### src/sv/mtep_pkg.sv
`default_nettype none
// ----------------------------------------------------------------------------
// mtep_pkg
// Shared types and constants of the MIDI track event parser.
// ----------------------------------------------------------------------------
package mtep_pkg;

	localparam int OUT_TICKS_PER_QUARTER = 768;
	localparam int TIME_W = 32;
	localparam int TPQ_W = 15;
	localparam int NUM_W = TIME_W + $clog2(OUT_TICKS_PER_QUARTER);
	localparam int CNT_W = $clog2(NUM_W);
	localparam int QUEUE_DEPTH = 4;
	localparam int QPTR_W = $clog2(QUEUE_DEPTH);
	localparam int QCNT_W = $clog2(QUEUE_DEPTH + 1);

	localparam logic [TPQ_W-1:0] TPQ_RESET = 15'd96;

	localparam logic [1:0] ACT_BYTE = 2'd0;
	localparam logic [1:0] ACT_TRACK_END = 2'd1;
	localparam logic [1:0] ACT_FILE_END = 2'd2;

	localparam logic KIND_PROGRAM = 1'b0;
	localparam logic KIND_SONG_LEN = 1'b1;

	typedef struct packed {
		logic              kind;
		logic [3:0]        channel;
		logic [7:0]        patch_number;
		logic [TIME_W-1:0] ticks;
	} scale_req_t;

endpackage

`default_nettype wire

### src/sv/mtep_front.sv
`default_nettype none
// ----------------------------------------------------------------------------
// mtep_front
// Byte parser: delta times, running status, meta/sysex skip, channel
// messages. Emits a scaling request per program change and per end of file.
// ----------------------------------------------------------------------------
module mtep_front
	import mtep_pkg::*;
(
	input  wire logic       clk,
	input  wire logic       arst_n,
	input  wire logic       accept,
	input  wire logic [1:0] action,
	input  wire logic [7:0] data_byte,
	output logic            req_push,
	output scale_req_t      req
);

	localparam logic [2:0] PH_DELTA = 3'd0;
	localparam logic [2:0] PH_STATUS = 3'd1;
	localparam logic [2:0] PH_FIRST = 3'd2;
	localparam logic [2:0] PH_META_LEN = 3'd3;
	localparam logic [2:0] PH_SYSEX_LEN = 3'd4;
	localparam logic [2:0] PH_SKIP = 3'd5;
	localparam logic [2:0] PH_SECOND = 3'd6;

	localparam logic [7:0] ST_META = 8'hff;
	localparam logic [7:0] ST_SYSEX = 8'hf0;
	localparam logic [7:0] ST_SYSEX_ESC = 8'hf7;
	localparam logic [3:0] TYPE_PROGRAM = 4'hc;
	localparam logic [3:0] TYPE_PRESSURE = 4'hd;

	logic [2:0]        phase_q, phase_d;
	logic [7:0]        status_q, status_d;
	logic [TIME_W-1:0] vlq_q, vlq_d;
	logic [TIME_W-1:0] delta_q, delta_d;
	logic [TIME_W-1:0] skip_q, skip_d;
	logic [6:0]        sxlow_q, sxlow_d;
	logic [TIME_W-1:0] track_q, track_d;
	logic [TIME_W-1:0] longest_q, longest_d;

	logic [TIME_W-1:0] vlq_new;
	logic [TIME_W-1:0] done_time;
	logic [TIME_W-1:0] fold_time;
	logic [TIME_W-1:0] skip_len;
	logic              do_skip;
	logic              do_finish;
	logic              do_clear;
	logic              do_first;

	assign vlq_new = {vlq_q[TIME_W-8:0], data_byte[6:0]};
	assign done_time = track_q + delta_q;
	assign fold_time = (track_q > longest_q) ? track_q : longest_q;

	always_comb begin
		phase_d = phase_q;
		status_d = status_q;
		vlq_d = vlq_q;
		delta_d = delta_q;
		skip_d = skip_q;
		sxlow_d = sxlow_q;
		track_d = track_q;
		longest_d = longest_q;
		req_push = 1'b0;
		req = '0;
		skip_len = '0;
		do_skip = 1'b0;
		do_finish = 1'b0;
		do_clear = 1'b0;
		do_first = 1'b0;

		if (accept) begin
			case (action)
				ACT_TRACK_END: begin
					longest_d = fold_time;
					track_d = '0;
					status_d = '0;
					do_clear = 1'b1;
				end
				ACT_FILE_END: begin
					req_push = 1'b1;
					req.kind = KIND_SONG_LEN;
					req.ticks = fold_time;
					longest_d = '0;
					track_d = '0;
					status_d = '0;
					do_clear = 1'b1;
				end
				ACT_BYTE: begin
					case (phase_q)
						PH_DELTA: begin
							vlq_d = vlq_new;
							if (!data_byte[7]) begin
								delta_d = vlq_new;
								phase_d = PH_STATUS;
							end
						end
						PH_STATUS: begin
							if (data_byte[7]) begin
								status_d = data_byte;
								phase_d = PH_FIRST;
							end else begin
								do_first = 1'b1;
							end
						end
						PH_FIRST: do_first = 1'b1;
						PH_META_LEN: begin
							vlq_d = vlq_new;
							if (!data_byte[7]) begin
								do_skip = 1'b1;
								skip_len = vlq_new;
							end
						end
						PH_SYSEX_LEN: begin
							vlq_d = vlq_new;
							if (!data_byte[7]) begin
								do_skip = 1'b1;
								skip_len = {vlq_new[TIME_W-9:0], 1'b0, sxlow_q};
							end
						end
						PH_SKIP: begin
							skip_d = skip_q - 1'b1;
							if (skip_q == TIME_W'(1)) do_finish = 1'b1;
						end
						PH_SECOND: do_finish = 1'b1;
						default: do_clear = 1'b1;
					endcase

					if (do_first) begin
						if (status_q == ST_META) begin
							vlq_d = '0;
							phase_d = PH_META_LEN;
						end else if (status_q == ST_SYSEX || status_q == ST_SYSEX_ESC) begin
							if (data_byte[7]) begin
								sxlow_d = data_byte[6:0];
								vlq_d = '0;
								phase_d = PH_SYSEX_LEN;
							end else begin
								do_skip = 1'b1;
								skip_len = TIME_W'(data_byte);
							end
						end else if (status_q[7:4] == TYPE_PROGRAM) begin
							do_finish = 1'b1;
							req_push = 1'b1;
							req.kind = KIND_PROGRAM;
							req.channel = status_q[3:0];
							req.patch_number = data_byte;
							req.ticks = done_time;
						end else if (status_q[7:4] == TYPE_PRESSURE) begin
							do_finish = 1'b1;
						end else begin
							phase_d = PH_SECOND;
						end
					end

					if (do_skip) begin
						if (skip_len == '0) begin
							do_finish = 1'b1;
						end else begin
							skip_d = skip_len;
							phase_d = PH_SKIP;
						end
					end

					if (do_finish) begin
						track_d = done_time;
						do_clear = 1'b1;
					end
				end
				default: ;
			endcase

			if (do_clear) begin
				phase_d = PH_DELTA;
				vlq_d = '0;
				delta_d = '0;
				skip_d = '0;
				sxlow_d = '0;
			end
		end
	end

	always_ff @(posedge clk or negedge arst_n) begin
		if (!arst_n) begin
			phase_q <= PH_DELTA;
			status_q <= '0;
			vlq_q <= '0;
			delta_q <= '0;
			skip_q <= '0;
			sxlow_q <= '0;
			track_q <= '0;
			longest_q <= '0;
		end else begin
			phase_q <= phase_d;
			status_q <= status_d;
			vlq_q <= vlq_d;
			delta_q <= delta_d;
			skip_q <= skip_d;
			sxlow_q <= sxlow_d;
			track_q <= track_d;
			longest_q <= longest_d;
		end
	end

endmodule

`default_nettype wire

### src/sv/mtep_queue.sv
`default_nettype none
// ----------------------------------------------------------------------------
// mtep_queue
// Small FIFO of scaling requests between parser and scaler.
// ----------------------------------------------------------------------------
module mtep_queue
	import mtep_pkg::*;
(
	input  wire logic        clk,
	input  wire logic        arst_n,
	input  wire logic        push,
	input  wire scale_req_t  push_req,
	input  wire logic        pop,
	output scale_req_t       head,
	output logic             full,
	output logic             empty
);

	scale_req_t        mem_q [QUEUE_DEPTH];
	logic [QPTR_W-1:0] wr_ptr_q;
	logic [QPTR_W-1:0] rd_ptr_q;
	logic [QCNT_W-1:0] count_q;
	logic              do_push;
	logic              do_pop;

	assign full = (count_q == QCNT_W'(QUEUE_DEPTH));
	assign empty = (count_q == '0);
	assign do_push = push && !full;
	assign do_pop = pop && !empty;
	assign head = mem_q[rd_ptr_q];

	always_ff @(posedge clk) begin
		if (do_push) mem_q[wr_ptr_q] <= push_req;
	end

	always_ff @(posedge clk or negedge arst_n) begin
		if (!arst_n) begin
			wr_ptr_q <= '0;
			rd_ptr_q <= '0;
			count_q <= '0;
		end else begin
			if (do_push) wr_ptr_q <= wr_ptr_q + 1'b1;
			if (do_pop) rd_ptr_q <= rd_ptr_q + 1'b1;
			case ({do_push, do_pop})
				2'b10: count_q <= count_q + 1'b1;
				2'b01: count_q <= count_q - 1'b1;
				default: count_q <= count_q;
			endcase
		end
	end

endmodule

`default_nettype wire

### src/sv/mtep_back.sv
`default_nettype none
// ----------------------------------------------------------------------------
// mtep_back
// Time scaler: multiplies by the output resolution, divides by the file
// division one quotient bit per cycle, and holds the result word.
// ----------------------------------------------------------------------------
module mtep_back
	import mtep_pkg::*;
(
	input  wire logic              clk,
	input  wire logic              arst_n,
	input  wire logic [TPQ_W-1:0]  tpq,
	input  wire scale_req_t        head,
	input  wire logic              empty,
	output logic                   pop,
	input  wire logic              out_stall,
	output logic                   out_valid,
	output logic                   kind,
	output logic [3:0]             channel,
	output logic [7:0]             patch_number,
	output logic [TIME_W-1:0]      scaled_time
);

	localparam logic [1:0] S_IDLE = 2'd0;
	localparam logic [1:0] S_DIV = 2'd1;
	localparam logic [1:0] S_OUT = 2'd2;

	logic [1:0]        state_q;
	logic [CNT_W-1:0]  cnt_q;
	logic [NUM_W-1:0]  num_q;
	logic [TPQ_W-1:0]  rem_q;
	logic [TPQ_W-1:0]  div_q;
	logic              kind_q;
	logic [3:0]        channel_q;
	logic [7:0]        patch_q;
	logic [TIME_W-1:0] time_q;

	logic [TPQ_W:0]    rem_sh;
	logic              rem_ge;
	logic [TPQ_W:0]    rem_sub;
	logic [NUM_W-1:0]  quot;

	assign pop = (state_q == S_IDLE) && !empty;
	assign rem_sh = {rem_q, num_q[NUM_W-1]};
	assign rem_ge = (rem_sh >= {1'b0, div_q});
	assign rem_sub = rem_sh - {1'b0, div_q};
	assign quot = {num_q[NUM_W-2:0], rem_ge};

	assign out_valid = (state_q == S_OUT);
	assign kind = kind_q;
	assign channel = channel_q;
	assign patch_number = patch_q;
	assign scaled_time = time_q;

	always_ff @(posedge clk) begin
		case (state_q)
			S_IDLE: begin
				if (!empty) begin
					num_q <= NUM_W'(head.ticks) * NUM_W'(OUT_TICKS_PER_QUARTER);
					rem_q <= '0;
					div_q <= (tpq == '0) ? TPQ_W'(1) : tpq;
					kind_q <= head.kind;
					channel_q <= head.channel;
					patch_q <= head.patch_number;
				end
			end
			S_DIV: begin
				num_q <= quot;
				rem_q <= rem_ge ? rem_sub[TPQ_W-1:0] : rem_sh[TPQ_W-1:0];
				if (cnt_q == '0) time_q <= quot[TIME_W-1:0] + TIME_W'(kind_q);
			end
			default: ;
		endcase
	end

	always_ff @(posedge clk or negedge arst_n) begin
		if (!arst_n) begin
			state_q <= S_IDLE;
			cnt_q <= '0;
		end else begin
			case (state_q)
				S_IDLE: begin
					if (!empty) begin
						state_q <= S_DIV;
						cnt_q <= CNT_W'(NUM_W - 1);
					end
				end
				S_DIV: begin
					cnt_q <= cnt_q - 1'b1;
					if (cnt_q == '0) state_q <= S_OUT;
				end
				S_OUT: begin
					if (!out_stall) state_q <= S_IDLE;
				end
				default: state_q <= S_IDLE;
			endcase
		end
	end

endmodule

`default_nettype wire

### src/sv/midi_track_event_parser.sv
`default_nettype none
// ----------------------------------------------------------------------------
// midi_track_event_parser
// Standard MIDI file track parser reporting program changes and song length.
// ----------------------------------------------------------------------------
// The parser takes one word per cycle while in_stall is low: track bytes,
// end of track and end of file. Each program change and each end of file
// queues a scaling request (four entries); the scaler takes one request at a
// time: it loads it, divides time*768 by ticks_per_quarter bit-serially and
// holds the result word while out_stall is high. in_stall rises only while
// the request queue is full. ticks_per_quarter resets to 96; the user must
// write it only while the block is idle, which the block does not enforce.
module midi_track_event_parser
	import mtep_pkg::*;
(
	input  wire logic              clk,
	input  wire logic              arst_n,
	input  wire logic              cfg_wr_en,
	input  wire logic [TPQ_W-1:0]  cfg_wr_data,
	input  wire logic              in_valid,
	output logic                   in_stall,
	input  wire logic [1:0]        action,
	input  wire logic [7:0]        data_byte,
	output logic                   out_valid,
	input  wire logic              out_stall,
	output logic                   kind,
	output logic [3:0]             channel,
	output logic [7:0]             patch_number,
	output logic [TIME_W-1:0]      scaled_time
);

	logic [TPQ_W-1:0] tpq_q;
	logic             q_push;
	logic             q_pop;
	logic             q_full;
	logic             q_empty;
	scale_req_t       push_req;
	scale_req_t       head;
	logic             accept;

	assign in_stall = q_full;
	assign accept = in_valid && !in_stall;

	always_ff @(posedge clk or negedge arst_n) begin
		if (!arst_n) begin
			tpq_q <= TPQ_RESET;
		end else if (cfg_wr_en) begin
			tpq_q <= cfg_wr_data;
		end
	end

	mtep_front u_front (
		.clk       (clk),
		.arst_n    (arst_n),
		.accept    (accept),
		.action    (action),
		.data_byte (data_byte),
		.req_push  (q_push),
		.req       (push_req)
	);

	mtep_queue u_queue (
		.clk      (clk),
		.arst_n   (arst_n),
		.push     (q_push),
		.push_req (push_req),
		.pop      (q_pop),
		.head     (head),
		.full     (q_full),
		.empty    (q_empty)
	);

	mtep_back u_back (
		.clk          (clk),
		.arst_n       (arst_n),
		.tpq          (tpq_q),
		.head         (head),
		.empty        (q_empty),
		.pop          (q_pop),
		.out_stall    (out_stall),
		.out_valid    (out_valid),
		.kind         (kind),
		.channel      (channel),
		.patch_number (patch_number),
		.scaled_time  (scaled_time)
	);

endmodule

`default_nettype wire

### config.mk
export PLATFORM = sky130hd
export DESIGN_NAME = midi_track_event_parser
export DESIGN_NICKNAME = d
export VERILOG_FILES = /design/src/sv/mtep_pkg.sv /design/src/sv/mtep_front.sv /design/src/sv/mtep_queue.sv /design/src/sv/mtep_back.sv /design/src/sv/midi_track_event_parser.sv
export SDC_FILE = /design/constraint.sdc
export NUM_CORES = 1
export LEC_CHECK = 0
export ABC_AREA = 0
export BUFFER_PORTS_ARGS = -buffer_cell sky130_fd_sc_hd__clkbuf_2
export CAP_MARGIN = 40
export CORE_ASPECT_RATIO = 1.1
export CORE_MARGIN = 1
export CORE_UTILIZATION = 46
export CTS_CLUSTER_SIZE = 12
export DETAILED_ROUTE_END_ITERATION = 7
export PLACE_DENSITY = 0.6
export SYNTH_ARGS = -nofsm -noshare
export SYNTH_HDL_FRONTEND = slang
export SYNTH_SLANG_ARGS = --single-unit
### constraint.sdc
create_clock -name clk -period 5.75 [get_ports clk]
set_input_delay 0.575 -clock clk [delete_from_list [all_inputs] [get_ports clk]]
set_output_delay 0.575 -clock clk [all_outputs]
set_load 0.01 [all_outputs]
== Word level (Yosys, flattened, before mapping) ==
Memories as Yosys holds them, arrays and structs flattened.
Index checks and enable logic that the tools add are counted.
Widths: inputs -> output; s select.
Word-level totals
  register bits after elaboration: 325
  RAM bits: 180
  logic and storage cells: 204
  memories kept: 1
Operators by class
  add/sub/neg operators: 9
  multipliers: 1
  order comparisons: 2
  equality and inequality tests: 27
  mux-type cells: 105
  bitwise gates (word level): 1
  reductions and logical operators: 37
Memories
  u_queue.mem_q: words 4, width 45, rd ports 1, clocked after memory_dff 0, write ports 1, RTL line mtep_queue.sv:19  | scale_req_t mem_q [QUEUE_DEPTH];
Operator list (number)
  $mux 32: 26
  $pmux 32 s2: 4
  $mux 45: 4
  $pmux 42 s2: 1
  $mux 44: 1
  $mux 42: 1
  $mux 7: 6
  $mux 3: 12
  $mul 32x2->34 const B: 1
  $add 32x1->32: 1
  $add 32x32->32: 1
  $eq 32x1->1 const B: 1
  $gt 32x32->1: 1
  $logic_not 32->1: 1
  $sub 32x1->32 const B: 1
  $mux 1: 30
  $mux 15: 2
  $pmux 15 s2: 1
  $eq 8x8->1 const B: 3
  $reduce_bool 2->1: 9
  $ge 16x15->1: 1
  $mux 8: 2
  $pmux 8 s2: 1
  $logic_not 15->1: 1
  34 further kinds: 70

== Longest topological paths before layout ==
  depth after elaboration: 18
  mapped depth: 20

== Hierarchy ==
A second synthesis with hierarchy kept.
Unflattened totals
  cell total of the unflattened synthesis: 2266
  area, all modules: 26531.7 sq um
Modules (own cells, without submodules)
  mtep_front: times used 1, cells an instance 1150, area each 10789.1 sq um, sequential area each 4279.1 sq um
  mtep_back: times used 1, cells an instance 811, area each 8181.6 sq um, sequential area each 3713.6 sq um
  mtep_queue: times used 1, cells an instance 272, area each 6939.2 sq um, sequential area each 5580.4 sq um
  midi_track_event_parser: times used 1, cells an instance 33, area each 621.8 sq um, sequential area each 377.9 sq um

== Worst setup path after synthesis ==
Ideal clock, no wire load.
  kind: register to register
  start: register u_queue.rd_ptr_q[0]
  end: register u_back.num_q[40] (data pin)
  library setup time: 0.263 ns
  arrival time: 4.514 ns
  data required time: 5.487 ns
  path slack: 0.973 ns
  cell stages (with the launch flop): 14
  buffers on the path: 2
  clock period less this slack: 4.777 ns
  path through: dfrtp_1 > buf_1 > buf_1 > mux4_2 > ha_1 > o21ai_0 > o21ai_0 > a2111oi_0 > nor3_1 > a31o_2 > or4b_2 > a311oi_1 > and3_1 > o31ai_1
On the way
  cells in the longest elaborated chain, start to end: 4
Ends and longest elaborated chain
  from (decl): RTL line mtep_queue.sv:21  | logic [QPTR_W-1:0] rd_ptr_q;
  from (signal assigned): RTL line mtep_queue.sv:43  | if (do_pop) rd_ptr_q <= rd_ptr_q + 1'b1;
  $mem_v2 4x45
  $mul 32x2->34: RTL line mtep_back.sv:59  | num_q <= NUM_W'(head.ticks) * NUM_W'(OUT_TICKS_PER_QUARTER);
  $mux 42: RTL line mtep_back.sv:58  | if (!empty) begin
  $pmux 42 s2: RTL line mtep_back.sv:56  | case (state_q)
  to (signal assigned): RTL line mtep_back.sv:59
  to (signal assigned): RTL line mtep_back.sv:68  | num_q <= quot;
  to (decl): RTL line mtep_back.sv:30  | logic [NUM_W-1:0] num_q;
No other way between the ends. The select of a mux whose other input is x is not followed.
A chain may end at the register's enable or synchronous reset.

== Final worst setup path ==
  start: register u_back.div_q[0]
  end: register u_back.time_q[28], in the netlist u_back.scaled_time[28] (data pin)
On the way
  cells in the longest elaborated chain, start to end: 2
Ends and longest elaborated chain
  from (decl): RTL line mtep_back.sv:32  | logic [TPQ_W-1:0] div_q;
  from (signal assigned): RTL line mtep_back.sv:61  | div_q <= (tpq == '0) ? TPQ_W'(1) : tpq;
  $ge 16x15->1: RTL line mtep_back.sv:45  | assign rem_ge = (rem_sh >= {1'b0, div_q});
  $add 32x1->32: RTL line mtep_back.sv:70  | if (cnt_q == '0) time_q <= quot[TIME_W-1:0] + TIME_W'(kind_q);
  to (signal assigned): RTL line mtep_back.sv:70
  to (decl): RTL line mtep_back.sv:36  | logic [TIME_W-1:0] time_q;
No other way between the ends.

==> Flow_metrics.wiki <==
{| class="wikitable"
! Metric !! Value
|-
| Estimated wirelength of the detail-placed design || 42,100 um
|-
| # clock sinks || 498
|-
| Busiest metal layer after global routing || met2
|-
| Count of pins on the block boundary || 77
|-
| Most area-consuming cells after synthesis || edfxtp_1 34%, dfrtp_1 19%, ha_1 6.0%, mux4_2 3.9%, o21ai_0 2.7%
|-
| Insertion delay to the later sink of the worst-skew pair || 0.63 ns
|-
| Sequential element share of the synthesized area || 0.531
|-
| Die Area || 58,100 sq um
|-
| Worst reg-to-reg path cell count || 17
|-
| Post-detailed-route count of antenna-violating nets || 0
|-
| Cell area reported after detailed placement || 27,500 sq um
|-
| Worst slack at placement || 0.992 ns
|-
| Type of the setup path with the least slack || reg -> reg
|-
| Cell area after technology mapping || 26,300 sq um
|-
| Fraction of layout cells with a size suffix above 1 || 0.127
|-
| Number of antenna violations at the first check in global routing || 0
|-
| Met3 routing resource usage after global routing || 0.0276
|-
| Post-layout worst setup margin || 0.952 ns
|-
| Number of global-route vias before repair || 18,000
|-
| Register clock-pin slew on the reported worst setup and hold paths || 0.06 ns
|-
| Average cell area after synthesis || 11.5 sq um
|-
| Warnings, synthesis || 0
|-
| Net switching share of the total power || 0.383
|-
| Register bit count reported by yosys || 498
|-
| Max VDD drop || 0.269 mV
|-
| Hold worst-path end || u_back.state_q[1]$_DFFE_PN0P_
|-
| Share of Yosys cell area claimed by the top area cell type || 0.339
|-
| Starting DRT DRC Count || 1,225
|-
| Number of buffer cells added on primary ports || 76
|-
| GPL Wtd Cong || 0.877
|-
| Power density over the cells || 533 nW/um^2
|-
| Synthesized netlist cell count || 2,294
|-
| Clock period minus worst slack || 4.80 ns
|-
| Primary FF master, synth || edfxtp_1
|-
| Pin slew with the least headroom to its limit || 0.959 ns
|-
| Arrival time at the worst endpoint || 5.16 ns
|-
| Worst flop-to-flop path startpoint || u_back.div_q[0]$_SDFFCE_PN1P_
|-
| Top cells by count, synth || 297 x edfxtp_1, 199 x dfrtp_1, 163 x nand2_1
|-
| Largest clock skew in the final design || 0.0335 ns
|-
| Overflow after GRT || 0
|-
| Total Routing Usage GR || 0.210
|-
| Maximum number of buffers from clock root to sink || 3
|-
| Fraction of the core area covered by cells at the end of the flow || 0.520
|-
| Static Leakage || 12.4 nW
|-
| Crit path capture type || flop
|-
| Number of slew-limit violations in the final report || 0
|-
| CORE AREA || 56,200 sq um
|-
| Final period utilization || 0.834
|-
| Min-delay worst type || in -> reg
|-
| Worst max-slew margin expressed relative to the limit || 0.360
|-
| Clock share of power || 0.225
|-
| Internal || 0.00962 W
|-
| TritonCTS clock tree || built
|-
| Die width || 230 um
|-
| Clock buffer count from CTS || 54
|-
| Area grow syn2layout || 11.4%
|-
| Max Fclk || 0.208 GHz
|-
| Detailed Route WL || 61,000 um
|-
| Final setup violating endpoints || 0
|-
| Startpoint type of the worst setup path || flop
|-
| # nets final || 2,499
|-
| DR vias/cell || 5.84
|-
| Share of flip-flops with an asynchronous set or reset after synthesis || 0.404
|-
| Max-capacitance violation count || 0
|-
| Maximum number of pins on one net before global-route repair || 105
|-
| Critical R2R Capture || u_back.scaled_time[28]$_DFFE_PP_
|-
| Hold violation total from the final report || 0
|-
| Worst Hold Depth || 2
|-
| Netlist cell types || 85
|-
| Met2 Usage GRT || 0.358
|-
| Worst path required time || 6.11 ns
|-
| Unrepaired setup endpoints after global routing || false
|-
| Outcome || completed
|-
| Proportion of power drawn by flip-flops and latches || 0.362
|-
| Beginning of the worst hold path || out_stall
|-
| Setup total negative slack || 0 ns
|-
| Worst-path fanout max || 19
|-
| EDFF count, synth || 297
|-
| Antenna Cells || 0
|-
| Cell row count || 91
|-
| Die H || 253 um
|-
| Cell type with the highest aggregate area in the netlist || edfxtp_1
|-
| Number of remaining DRC errors || 0
|-
| Most frequent cell after synthesis || edfxtp_1
|-
| Total number of vias || 18,300
|-
| Cell chosen for the clock root || clkbuf_16
|-
| Post-synthesis net count || 2,453
|-
| Iteration count of the initial detailed-routing pass || 5
|-
| Combinational cell fraction of total power || 0.413
|-
| Power spent charging and discharging nets || 0.00597 W
|-
| Routing usage on met1 || 0.278
|-
| Avg WL per Cell || 19.5 um
|-
| Final cell area excluding filler cells || 29,300 sq um
|-
| Htree depth || 2
|-
| Register-to-register setup slack || 0.95 ns
|-
| Wire length of the first global-routing pass || 98,000 um
|-
| Starting Density || 0.467
|}
[critical path: stages, from the launching register on]
cell and delay [ns]:
edfxtp_1 0.38, ha_1 0.24, fa_1 0.41, nor2b_1 0.12
o21ai_0 0.10, a21boi_0 0.31, o311a_1 0.24, o41a_1 0.21
a41o_1 0.21, or2_2 0.50, ha_1 0.32, ha_1 0.24
nand2_1 0.10, nor2_1 0.43, nand2_1 0.23, nor2_1 0.25
nand2_1 0.10, xnor2_1 0.14
[worst max path at each step]
stage,startpoint,end,slack (ns)
finish,u_back.div_q[0]$_SDFFCE_PN1P_,u_back.scaled_time[28]$_DFFE_PP_,0.95
global route,u_back.div_q[0]$_SDFFCE_PN1P_,u_back.scaled_time[30]$_DFFE_PP_,0.58
CTS,u_back.div_q[0]$_SDFFCE_PN1P_,u_back.scaled_time[28]$_DFFE_PP_,0.97
detailed placement,u_queue.rd_ptr_q[1]$_DFFE_PN0P_,u_back.num_q[41]$_DFFE_PP_,0.99
global placement,u_queue.rd_ptr_q[1]$_DFFE_PN0P_,u_back.num_q[41]$_DFFE_PP_,1.06
floorplan,u_queue.rd_ptr_q[0]$_DFFE_PN0P_,u_back.num_q[40]$_DFFE_PP_,0.97
[routing by layer]
| layer | share of wire | wire [um] | vias to the layer above |
|---|---|---|---|
| met5 | 0 | 0 | - |
| met4 | 0.026 | 1610 | 0 |
| met3 | 0.039 | 2400 | 97 |
| met2 | 0.49 | 29600 | 401 |
| met1 | 0.45 | 27300 | 9032 |
| li1 | - | - | 8748 |
[sequential cells by signal, summed over array words and instances, names as in the netlist, 25 cells and up]
| name | flops |
|---|---|
| u_back.scaled_time | 32 |
| u_front.longest_q | 32 |
| u_front.delta_q | 32 |
| u_back.num_q | 42 |
| u_front.vlq_q | 25 |
| u_front.skip_q | 32 |
| u_queue.mem_q | 180 |
| u_front.track_q | 32 |
[power groups by stage]
stage	clock network [W]	logic [W]	registers [W]
6_report	0.00351	0.00644	0.00564
5_1_grt	0.00372	0.00725	0.00574
3_5_place_dp	0	0.00644	0.00569
3_3_place_gp	0	0.00625	0.00568
4_1_cts	0.00359	0.00648	0.00563
2_1_floorplan	0	0.00511	0.00537
[cell usage in the layout (no fill, tap or decap), types with 60 or more instances in the layout]
cell / instances
a21oi_1: 97
clkbuf_2: 75
dfrtp_1: 197
edfxtp_1: 297
ha_1: 125
inv_1: 127
nand2_1: 162
nand3_1: 65
nor2_1: 132
o21ai_0: 143
xnor2_1: 60
[metrics by stage]
step	total power [W]	hold WS [ns]	instances
floorplan	0.0105	0.279	2294
global placement	0.0119	0.463	3019
detailed placement	0.0121	0.446	3027
CTS	0.0157	0.148	3130
global route	0.0167	0.161	3130
finish	0.0156	0.185	3130
[layout make-up]
| cell class | count | area (sq um) |
|---|---|---|
| clock buffers | 78 | 1480 |
| multi-input cells | 1547 | 11400 |
| repair buffers | 112 | 753 |
| flip-flops and latches | 498 | 14000 |
| clock inverters | 24 | 313 |
| inverters | 127 | 477 |
| well taps | 744 | 931 |
| fillers | 4859 | 27000 |
[logic make-up after synthesis]
logic type / Yosys count / synth area share
XOR/XNOR: 96 / 0.0320
AO/OA/AOI/OAI: 626 / 0.160
adder cells (fa/ha/maj): 129 / 0.0626
multiplexers: 111 / 0.0645
buffers and inverters: 249 / 0.0390
flip-flops: 498 / 0.531
AND/OR/NAND/NOR: 585 / 0.111
[timing repair]
action / CTS / global route
hold endpoints to repair: 12 / 0
gates resized for setup: 0 / 0
hold buffers: 1 / 0
setup buffers: 0 / 0
(Power assumes the default switching activity.)
